`config.mk`:
```
export PLATFORM = sky130hd
export DESIGN_NAME = lru_key_value_cache
export DESIGN_NICKNAME = d
export VERILOG_FILES = /design/src/rtl/lkv_pkg.sv /design/src/rtl/lkv_cell.sv /design/src/rtl/lkv_ctrl.sv /design/src/rtl/lru_key_value_cache.sv
export VERILOG_INCLUDE_DIRS = /design/src /design/src/rtl
export SDC_FILE = /design/constraint.sdc
export NUM_CORES = 1
export LEC_CHECK = 0
export BUFFER_PORTS_ARGS = -buffer_cell sky130_fd_sc_hd__buf_2
export CAP_MARGIN = 25
export CORE_MARGIN = 3
export CORE_UTILIZATION = 41
export DETAILED_ROUTE_END_ITERATION = 7
export PLACE_DENSITY = 0.67
export SYNTH_ARGS = -nofsm -noshare
export SYNTH_HDL_FRONTEND = slang
export SYNTH_SLANG_ARGS = --single-unit
```
`constraint.sdc`:
```
create_clock -name clk -period 12.1 [get_ports clk]
set_input_delay 0.605 -clock clk [delete_from_list [all_inputs] [get_ports clk]]
set_output_delay 0.605 -clock clk [all_outputs]
set_load 0.03 [all_outputs]
```
`src/rtl/lru_key_value_cache_assert.svh`:
```
// Assertion macros used by the cache controller RTL. They expect clk and rst_n in scope.
`ifndef LRU_KEY_VALUE_CACHE_ASSERT_SVH
`define LRU_KEY_VALUE_CACHE_ASSERT_SVH
`ifndef SYNTHESIS
`define LKV_ASSERT_IMP(lbl, ante, cons) \
  lbl: assert property (@(posedge clk) disable iff (!rst_n) (ante) |-> (cons)) \
    else $error("lkv assertion failed");
`define LKV_ASSERT_NEXT(lbl, ante, cons) \
  lbl: assert property (@(posedge clk) disable iff (!rst_n) (ante) |=> (cons)) \
    else $error("lkv assertion failed");
`else
`define LKV_ASSERT_IMP(lbl, ante, cons)
`define LKV_ASSERT_NEXT(lbl, ante, cons)
`endif
`endif

```
`src/rtl/lkv_pkg.sv`:
```
package lkv_pkg;

  localparam int MAX_ENTRIES = 16;
  localparam int RANK_W      = (MAX_ENTRIES > 1) ? $clog2(MAX_ENTRIES) : 1;
  localparam int CNT_W       = $clog2(MAX_ENTRIES + 1);
  localparam int CAP_W       = 5;
  localparam int KEY_W       = 16;
  localparam int VAL_W       = 32;

  localparam logic [CAP_W-1:0] CAP_RESET = CAP_W'(16);

  localparam logic CMD_GET = 1'b0;
  localparam logic CMD_PUT = 1'b1;

  typedef enum logic [1:0] {
    ST_IDLE,
    ST_LOOKUP,
    ST_UPDATE
  } lkv_state_t;

  typedef enum logic [1:0] {
    OP_NONE,
    OP_HIT,
    OP_FILL,
    OP_EVICT
  } lkv_op_t;

  typedef struct packed {
    logic                    cmd;
    logic [KEY_W-1:0]        lookup_key;
    logic signed [VAL_W-1:0] write_value;
  } lkv_req_t;

  typedef struct packed {
    logic                    hit;
    logic signed [VAL_W-1:0] read_value;
  } lkv_rsp_t;

  // Broadcast from the controller to every cell.
  typedef struct packed {
    lkv_op_t           op;
    logic              wr_value;
    logic [RANK_W-1:0] ref_rank;
    logic [KEY_W-1:0]  key;
    logic [VAL_W-1:0]  value;
  } lkv_ctl_t;

  // Passed from each cell to the next one up the row.
  typedef struct packed {
    logic              hit;
    logic              free;
    logic [RANK_W-1:0] rank;
    logic [VAL_W-1:0]  value;
  } lkv_link_t;

endpackage

```
`src/rtl/lkv_cell.sv`:
```
module lkv_cell import lkv_pkg::*; (
  input  logic      clk,
  input  logic      rst_n,
  input  lkv_ctl_t  ctl,
  input  lkv_link_t lk_in,
  output lkv_link_t lk_out
);

  logic              valid_r, valid_nxt;
  logic [KEY_W-1:0]  key_r, key_nxt;
  logic [VAL_W-1:0]  value_r, value_nxt;
  logic [RANK_W-1:0] rank_r, rank_nxt;

  logic match;
  logic first_hit;
  logic first_free;
  logic target;
  logic age;

  always_comb begin
    match      = valid_r && (key_r == ctl.key);
    first_hit  = match && !lk_in.hit;
    first_free = !valid_r && !lk_in.free;

    // Keys are unique, so at most one cell ORs its rank and value in.
    lk_out.hit   = lk_in.hit | match;
    lk_out.free  = lk_in.free | !valid_r;
    lk_out.rank  = lk_in.rank | (first_hit ? rank_r : '0);
    lk_out.value = lk_in.value | (first_hit ? value_r : '0);
  end

  always_comb begin
    case (ctl.op)
      OP_HIT:   target = first_hit;
      OP_FILL:  target = first_free;
      OP_EVICT: target = valid_r && (rank_r == ctl.ref_rank);
      default:  target = 1'b0;
    endcase
    case (ctl.op)
      OP_FILL:         age = valid_r;
      OP_HIT, OP_EVICT: age = valid_r && (rank_r < ctl.ref_rank);
      default:         age = 1'b0;
    endcase
  end

  always_comb begin
    valid_nxt = valid_r | target;
    key_nxt   = (target && ctl.op != OP_HIT) ? ctl.key : key_r;
    value_nxt = (target && (ctl.op != OP_HIT || ctl.wr_value)) ? ctl.value : value_r;
    if (target) begin
      rank_nxt = '0;
    end else if (age) begin
      rank_nxt = rank_r + RANK_W'(1);
    end else begin
      rank_nxt = rank_r;
    end
  end

  always_ff @(posedge clk) begin
    if (!rst_n) begin
      valid_r <= 1'b0;
    end else begin
      valid_r <= valid_nxt;
    end
  end

  always_ff @(posedge clk) begin
    key_r   <= key_nxt;
    value_r <= value_nxt;
    rank_r  <= rank_nxt;
  end

endmodule

```
`src/rtl/lkv_ctrl.sv`:
```
`include "lru_key_value_cache_assert.svh"
module lkv_ctrl import lkv_pkg::*; (
  input  logic             clk,
  input  logic             rst_n,
  input  logic             start,
  output logic             busy,
  input  lkv_req_t         in_req,
  input  logic             cfg_we,
  input  logic [CAP_W-1:0] cfg_wdata,
  input  lkv_link_t        chain_end,
  output lkv_ctl_t         ctl,
  output logic             out_valid,
  output lkv_rsp_t         out_rsp
);

  lkv_state_t state_r, state_nxt;

  lkv_req_t          req_r, req_nxt;
  logic [CAP_W-1:0]  capacity_r, capacity_nxt;
  logic [CNT_W-1:0]  fill_r, fill_nxt;
  logic              hit_r, hit_nxt;
  logic [RANK_W-1:0] rank_r, rank_nxt;
  logic [VAL_W-1:0]  val_r, val_nxt;
  logic              out_valid_r, out_valid_nxt;
  lkv_rsp_t          out_rsp_r, out_rsp_nxt;

  logic [CNT_W-1:0] cap_eff;
  lkv_op_t          op_sel;

  always_comb begin
    if (capacity_r == '0) begin
      cap_eff = CNT_W'(1);
    end else if (int'(capacity_r) > MAX_ENTRIES) begin
      cap_eff = CNT_W'(MAX_ENTRIES);
    end else begin
      cap_eff = CNT_W'(capacity_r);
    end

    if (hit_r) begin
      op_sel = OP_HIT;
    end else if (req_r.cmd == CMD_PUT) begin
      op_sel = (fill_r < cap_eff) ? OP_FILL : OP_EVICT;
    end else begin
      op_sel = OP_NONE;
    end
  end

  // Next state.
  always_comb begin
    case (state_r)
      ST_IDLE:   state_nxt = start ? ST_LOOKUP : ST_IDLE;
      ST_LOOKUP: state_nxt = ST_UPDATE;
      ST_UPDATE: state_nxt = ST_IDLE;
      default:   state_nxt = ST_IDLE;
    endcase
  end

  // Outputs and datapath.
  always_comb begin
    busy         = (state_r != ST_IDLE);
    req_nxt      = req_r;
    capacity_nxt = cfg_we ? cfg_wdata : capacity_r;
    fill_nxt     = fill_r;
    hit_nxt      = hit_r;
    rank_nxt     = rank_r;
    val_nxt      = val_r;
    out_valid_nxt = 1'b0;
    out_rsp_nxt   = out_rsp_r;

    ctl.op       = OP_NONE;
    ctl.wr_value = (req_r.cmd == CMD_PUT);
    // The least recent valid entry always holds rank fill_count - 1.
    ctl.ref_rank = (op_sel == OP_EVICT) ? RANK_W'(fill_r - CNT_W'(1)) : rank_r;
    ctl.key      = req_r.lookup_key;
    ctl.value    = req_r.write_value;

    case (state_r)
      ST_IDLE: begin
        if (start) begin
          req_nxt = in_req;
        end
      end
      ST_LOOKUP: begin
        hit_nxt  = chain_end.hit;
        rank_nxt = chain_end.rank;
        val_nxt  = chain_end.value;
      end
      ST_UPDATE: begin
        ctl.op        = op_sel;
        out_valid_nxt = 1'b1;
        out_rsp_nxt.hit        = hit_r;
        out_rsp_nxt.read_value = (hit_r && req_r.cmd == CMD_GET) ? val_r : '0;
        if (op_sel == OP_FILL) begin
          fill_nxt = fill_r + CNT_W'(1);
        end
      end
      default: begin
      end
    endcase

    out_valid = out_valid_r;
    out_rsp   = out_rsp_r;
  end

  always_ff @(posedge clk) begin
    if (!rst_n) begin
      state_r     <= ST_IDLE;
      capacity_r  <= CAP_RESET;
      fill_r      <= '0;
      out_valid_r <= 1'b0;
    end else begin
      state_r     <= state_nxt;
      capacity_r  <= capacity_nxt;
      fill_r      <= fill_nxt;
      out_valid_r <= out_valid_nxt;
    end
  end

  always_ff @(posedge clk) begin
    req_r     <= req_nxt;
    hit_r     <= hit_nxt;
    rank_r    <= rank_nxt;
    val_r     <= val_nxt;
    out_rsp_r <= out_rsp_nxt;
  end

  `LKV_ASSERT_NEXT(a_accept_to_lookup, state_r == ST_IDLE && start, state_r == ST_LOOKUP)
  `LKV_ASSERT_NEXT(a_update_gives_result, state_r == ST_UPDATE, out_valid_r && !busy)
  `LKV_ASSERT_IMP(a_fill_bounded, 1'b1, int'(fill_r) <= MAX_ENTRIES)
  `LKV_ASSERT_IMP(a_miss_reads_zero, out_valid_r && !out_rsp_r.hit, out_rsp_r.read_value == '0)
  `LKV_ASSERT_IMP(a_fill_needs_room, ctl.op == OP_FILL, chain_end.free)

endmodule

```
`src/rtl/lru_key_value_cache.sv`:
```
// A request taken with start goes through the steps accept, lookup through the cell row
// and update of the cells; out_valid is registered from the update step. busy is high in
// lookup and update, and start is ignored then, so no new request is taken before the last is through.
// Reset (rst_n low, synchronous) clears all valid bits and the fill count and sets
// capacity to 16. Results are strobed for one cycle; the receiver cannot stall.
module lru_key_value_cache import lkv_pkg::*; (
  input  logic             clk,
  input  logic             rst_n,
  input  logic             start,
  output logic             busy,
  input  lkv_req_t         in_req,
  input  logic             cfg_we,
  input  logic [CAP_W-1:0] cfg_wdata,
  output logic             out_valid,
  output lkv_rsp_t         out_rsp
);

  lkv_ctl_t  ctl;
  lkv_link_t link [MAX_ENTRIES+1];

  assign link[0] = '0;

  for (genvar i = 0; i < MAX_ENTRIES; i++) begin : g_cell
    lkv_cell u_cell (
      .clk    (clk),
      .rst_n  (rst_n),
      .ctl    (ctl),
      .lk_in  (link[i]),
      .lk_out (link[i+1])
    );
  end

  lkv_ctrl u_ctrl (
    .clk       (clk),
    .rst_n     (rst_n),
    .start     (start),
    .busy      (busy),
    .in_req    (in_req),
    .cfg_we    (cfg_we),
    .cfg_wdata (cfg_wdata),
    .chain_end (link[MAX_ENTRIES]),
    .ctl       (ctl),
    .out_valid (out_valid),
    .out_rsp   (out_rsp)
  );

endmodule
```
==> reports/results.tsv <==
stage	metric	value	unit
outcome	status	complete, but fails checks	
outcome	violated checks	DRC	
clocking	root buffer cell	clkbuf_16	
logic_synthesis	synth unique cells	60	
routing	vias per std cell	5.62	
setup_path	CP required	12.39	ns
cells_and_area	Net count, final	3147	
power	cell internal pwr	5470	µW
cells_and_area	antenna cells	0	
setup_path	crit path cell chain	inv_1, nand2_1, ha_1, a21o_1, a21o_1, nand3_1, nor2_1, a21oi_2, buf_4, ha_1, and4_1, nand4_1, a21oi_2, a21o_1, nor2b_4	
setup_path	critical path startpoint category	flop	
hold_path	HP Start	in_req[1]	
setup_path	RR Startpoint	u_ctrl.capacity_r[4]$_SDFFE_PN1P_	
cells_and_area	layout cells sized above 1	13.5	%
timing	RSZ-0062 raised after global routing	no	
timing	max_slew headroom	26.4	%
clocking	Worst-Skew Late Latency	0.69	ns
timing	# setup viols final	0	
logic_synthesis	Yosys reg bits	980	
power	Sw Share	21.1	%
setup_path	cell family with most CP delay	compound AO/OA/AOI/OAI gates	
floorplanning	Initial Utilization	41.7	%
place	# port buffers	92	
timing	max-slew violations	0	
power	Pleak	0.0157	µW
setup_path	Crit path largest cell delay	0.85	ns
power	maximum VDD drop	0.106	mV
timing	clock skew	0.0586	ns
logic_synthesis	Seq/Total Area, Yosys	68.8	%
logic_synthesis	cell count after synthesis	2891	
floorplanning	die footprint	0.105	mm²
setup_path	Arr. time, crit path	5.80	ns
routing	Routed WL	100	mm
power	Power Total	6930	µW
setup_path	Most common cell on crit path	a21o_1	
power	net switching power figure	1460	µW
timing	crit path time final	5.51	ns
power	Seq pwr share	54.2	%
setup_path	CP bufs+invs	2	
place	HPWL after DPL	59.5	mm
power	clock network fraction of total power	42.9	%
clocking	setup repair bufs after CTS	0	
clocking	CTS tree	built	
hold_path	HP Class	in -> reg	
setup_path	CP Class	reg -> reg	
routing	vias after detailed routing	24577	
global_route	initial antenna violation count	1	
logic_synthesis	mapped cell area	0.0414	mm²
logic_synthesis	Synth Flop Type	edfxtp_1	
setup_path	Critical Path Start	u_ctrl.capacity_r[4]$_SDFFE_PN1P_	
routing	DRC	3	
global_route	vias in the first global route	23860	
global_route	global-route usage over all layers	19.0	%
timing	fmax	0.181	GHz
logic_synthesis	Mapped Nets	3035	
logic_synthesis	Synth warnings	0	
clocking	H-tree Lvls	3	
clocking	Sinks on Clock Net	980	
timing	final setup TNS	0	ns
clocking	Clock Tree Buf Depth	3	
timing	fin crit share	45.5	%
floorplanning	Die Ht	324	µm
logic_synthesis	Async SR Flop Fraction	0	%
global_route	largest net degree at the start of global routing	76	
floorplanning	# rows	115	
floorplanning	I/O pin count	93	
clocking	# hold bufs at CTS	0	
clocking	clk slew on worst S/H paths	0.06	ns
setup_path	Worst setup EP type	flop	
setup_path	Critical-path top delay cell	a21oi_2	
global_route	grt total ovfl	0	
floorplanning	core area	0.0993	mm²
power	combinational power share	2.8	%
clocking	Post-CTS Resized	0	
global_route	first-pass GRT wire length	151	mm
cells_and_area	Syn-to-layout area delta	13.3	%
power	pwr/cell area	148	mW/mm²
logic_synthesis	EDFF count, synth	887	
timing	Least-Margin Pin Slew	1.10	ns
setup_path	CP Max Fanout	32	
job	Max Cap Viol	0	
routing	remaining antenna violation count	0	
timing	final hold vios	0	
routing	DRT iter0 DRCs	2165	
place	Routability Congestion	0.872	
routing	TritonRoute pass-1 iters	8	
clocking	CTS Buf Count	98	
logic_synthesis	Synth Area per Inst	14.3	µm²
routing	routed length per instance	22.9	µm
floorplanning	DIE WIDTH	324	µm
## stage by stage
stage	std cells	hold slack [ns]	utilization, %	cell area (µm²)	worst slack [ns]
floorplan	2891	0.469	-	41400	4.86
global placement	4178	0.502	43.8	43500	6.29
detailed placement	4184	0.504	44.0	43600	6.15
CTS	4366	0.0434	47.2	46800	6.14
global route	4372	0.0534	47.3	46900	6.26
finish	4372	0.0891	47.3	46900	6.59
## worst reg2reg max path, delay by kind of cell (launching register included)
family / cells / cell delay [ns]
AND/OR/NAND/NOR: 6 / 1.89
adder cells (fa/ha/maj): 2 / 0.62
flip-flops: 1 / 0.29
AO/OA/AOI/OAI: 5 / 1.90
buffers and inverters: 2 / 0.38
## worst paths after layout
kind | cells past startpoint | endpoint | slack, ns
worst max-delay path | 15 | g_cell[1].u_cell.value_r[26]$_DFFE_PP_ | 6.59
worst min-delay path | 1 | u_ctrl.ctl[1]$_DFFE_PP_ | 0.09
worst max register to register | 15 | g_cell[1].u_cell.value_r[26]$_DFFE_PP_ | 6.59
worst min register to register | 1 | u_ctrl.out_rsp[4]$_SDFFCE_PN0P_ | 0.50
## layout make-up
| class | instances | area [µm²] |
|---|---|---|
| flip-flops and latches | 980 | 28500 |
| multi-input cells | 1673 | 12100 |
| well taps | 1287 | 1610 |
| repair buffers | 180 | 1260 |
| clock inverters | 65 | 677 |
| clock buffers | 117 | 2520 |
| fillers | 8539 | 52400 |
| inverters | 70 | 263 |
## Yosys cell counts, drive strengths merged (4+ instances only)
| cell | count | area share, % |
|---|---|---|
| a22o | 25 | 0.53 |
| o21ai | 10 | 0.12 |
| clkbuf | 93 | 0.84 |
| o41ai | 16 | 0.34 |
| or4 | 7 | 0.13 |
| a21o | 12 | 0.24 |
| nand4 | 92 | 1.4 |
| mux2i | 76 | 1.8 |
| nand2 | 143 | 1.3 |
| inv | 70 | 0.63 |
| a22oi | 24 | 0.44 |
| and3 | 55 | 0.83 |
| or2 | 8 | 0.12 |
| nor3 | 46 | 0.56 |
| o31ai | 41 | 0.74 |
| dfxtp | 93 | 4.5 |
| o21a | 46 | 0.83 |
| nor2 | 68 | 0.62 |
| a31o | 41 | 0.87 |
| a21boi | 6 | 0.11 |
| and2 | 54 | 0.82 |
| a21oi | 120 | 1.5 |
| ha | 86 | 2.6 |
| nand3b | 11 | 0.21 |
| xor2 | 72 | 1.5 |
| edfxtp | 887 | 64 |
| buf | 75 | 1.2 |
| xnor2 | 238 | 5.0 |
| and4 | 12 | 0.25 |
| nand2b | 4 | 0.060 |
| nand3 | 210 | 2.5 |
| a2111o | 24 | 0.65 |
| nor4 | 29 | 0.64 |
| o2111ai | 34 | 0.72 |
| or3 | 4 | 0.060 |
| nor2b | 38 | 0.57 |
## state kept, by name, summed over array words and instances (netlist names)
name / cells
u_ctrl.capacity_r: 5
g_cell.u_cell.value_r: 512
g_cell.u_cell.valid_r: 16
g_cell.u_cell.rank_r: 64
u_ctrl.out_rsp: 33
u_ctrl.state_r: 2
u_ctrl.rank_r: 4
u_ctrl.ctl: 49
g_cell.u_cell.key_r: 256
u_ctrl.val_r: 32
u_ctrl.hit_r: 1
u_ctrl.fill_r: 5
u_ctrl.out_valid: 1
## power groups by stage
| stage | Clock [µW] | Combinational, µW | Sequential [µW] |
|---|---|---|---|
| after detailed placement | 0 | 197 | 3830 |
| after CTS | 3030 | 198 | 3760 |
| after global placement | 0 | 194 | 3830 |
| after global routing | 3170 | 215 | 3760 |
| final | 2970 | 197 | 3760 |
| after floorplan | 0 | 119 | 3820 |
## layout by cell type, fill, tap and decap left out, types with 25 or more instances in the layout
master	Yosys	routed
nand2_1	143	143
buf_4	20	77
buf_2	33	93
nor2_1	68	63
nor3_1	46	46
edfxtp_1	887	887
and3_1	55	53
mux2i_1	76	76
o2111ai_1	34	34
o21a_1	46	46
ha_1	86	86
xnor2_1	238	238
nand3_1	210	210
xor2_1	72	72
inv_1	70	69
a31o_2	37	37
dfxtp_1	93	93
o31ai_1	41	36
a21oi_1	120	116
a22o_1	25	25
and2_1	53	51
clkbuf_16	0	98
nand4_1	92	92
## routing by layer
| metal | part of all wire, % | routed length, µm | global-route usage, % |
|---|---|---|---|
| met2 | 47 | 47100 | 30.6 |
| met4 | 2.4 | 2420 | 5.64 |
| met1 | 44 | 43900 | 26.5 |
| met5 | 0 | 0 | 0 |
| met3 | 6.8 | 6800 | 3.03 |
## cells by family after synthesis
kind of cell	synth area share (%)
adders and majority gates	2.60
DFF	68.8
and+or+nand+nor	10.2
AOI/OAI and AO/OA	7.37
buffers and inverters	2.64
muxes	1.84
xor gates and xnor gates	6.56
Power figures use the tool's default switching activity.
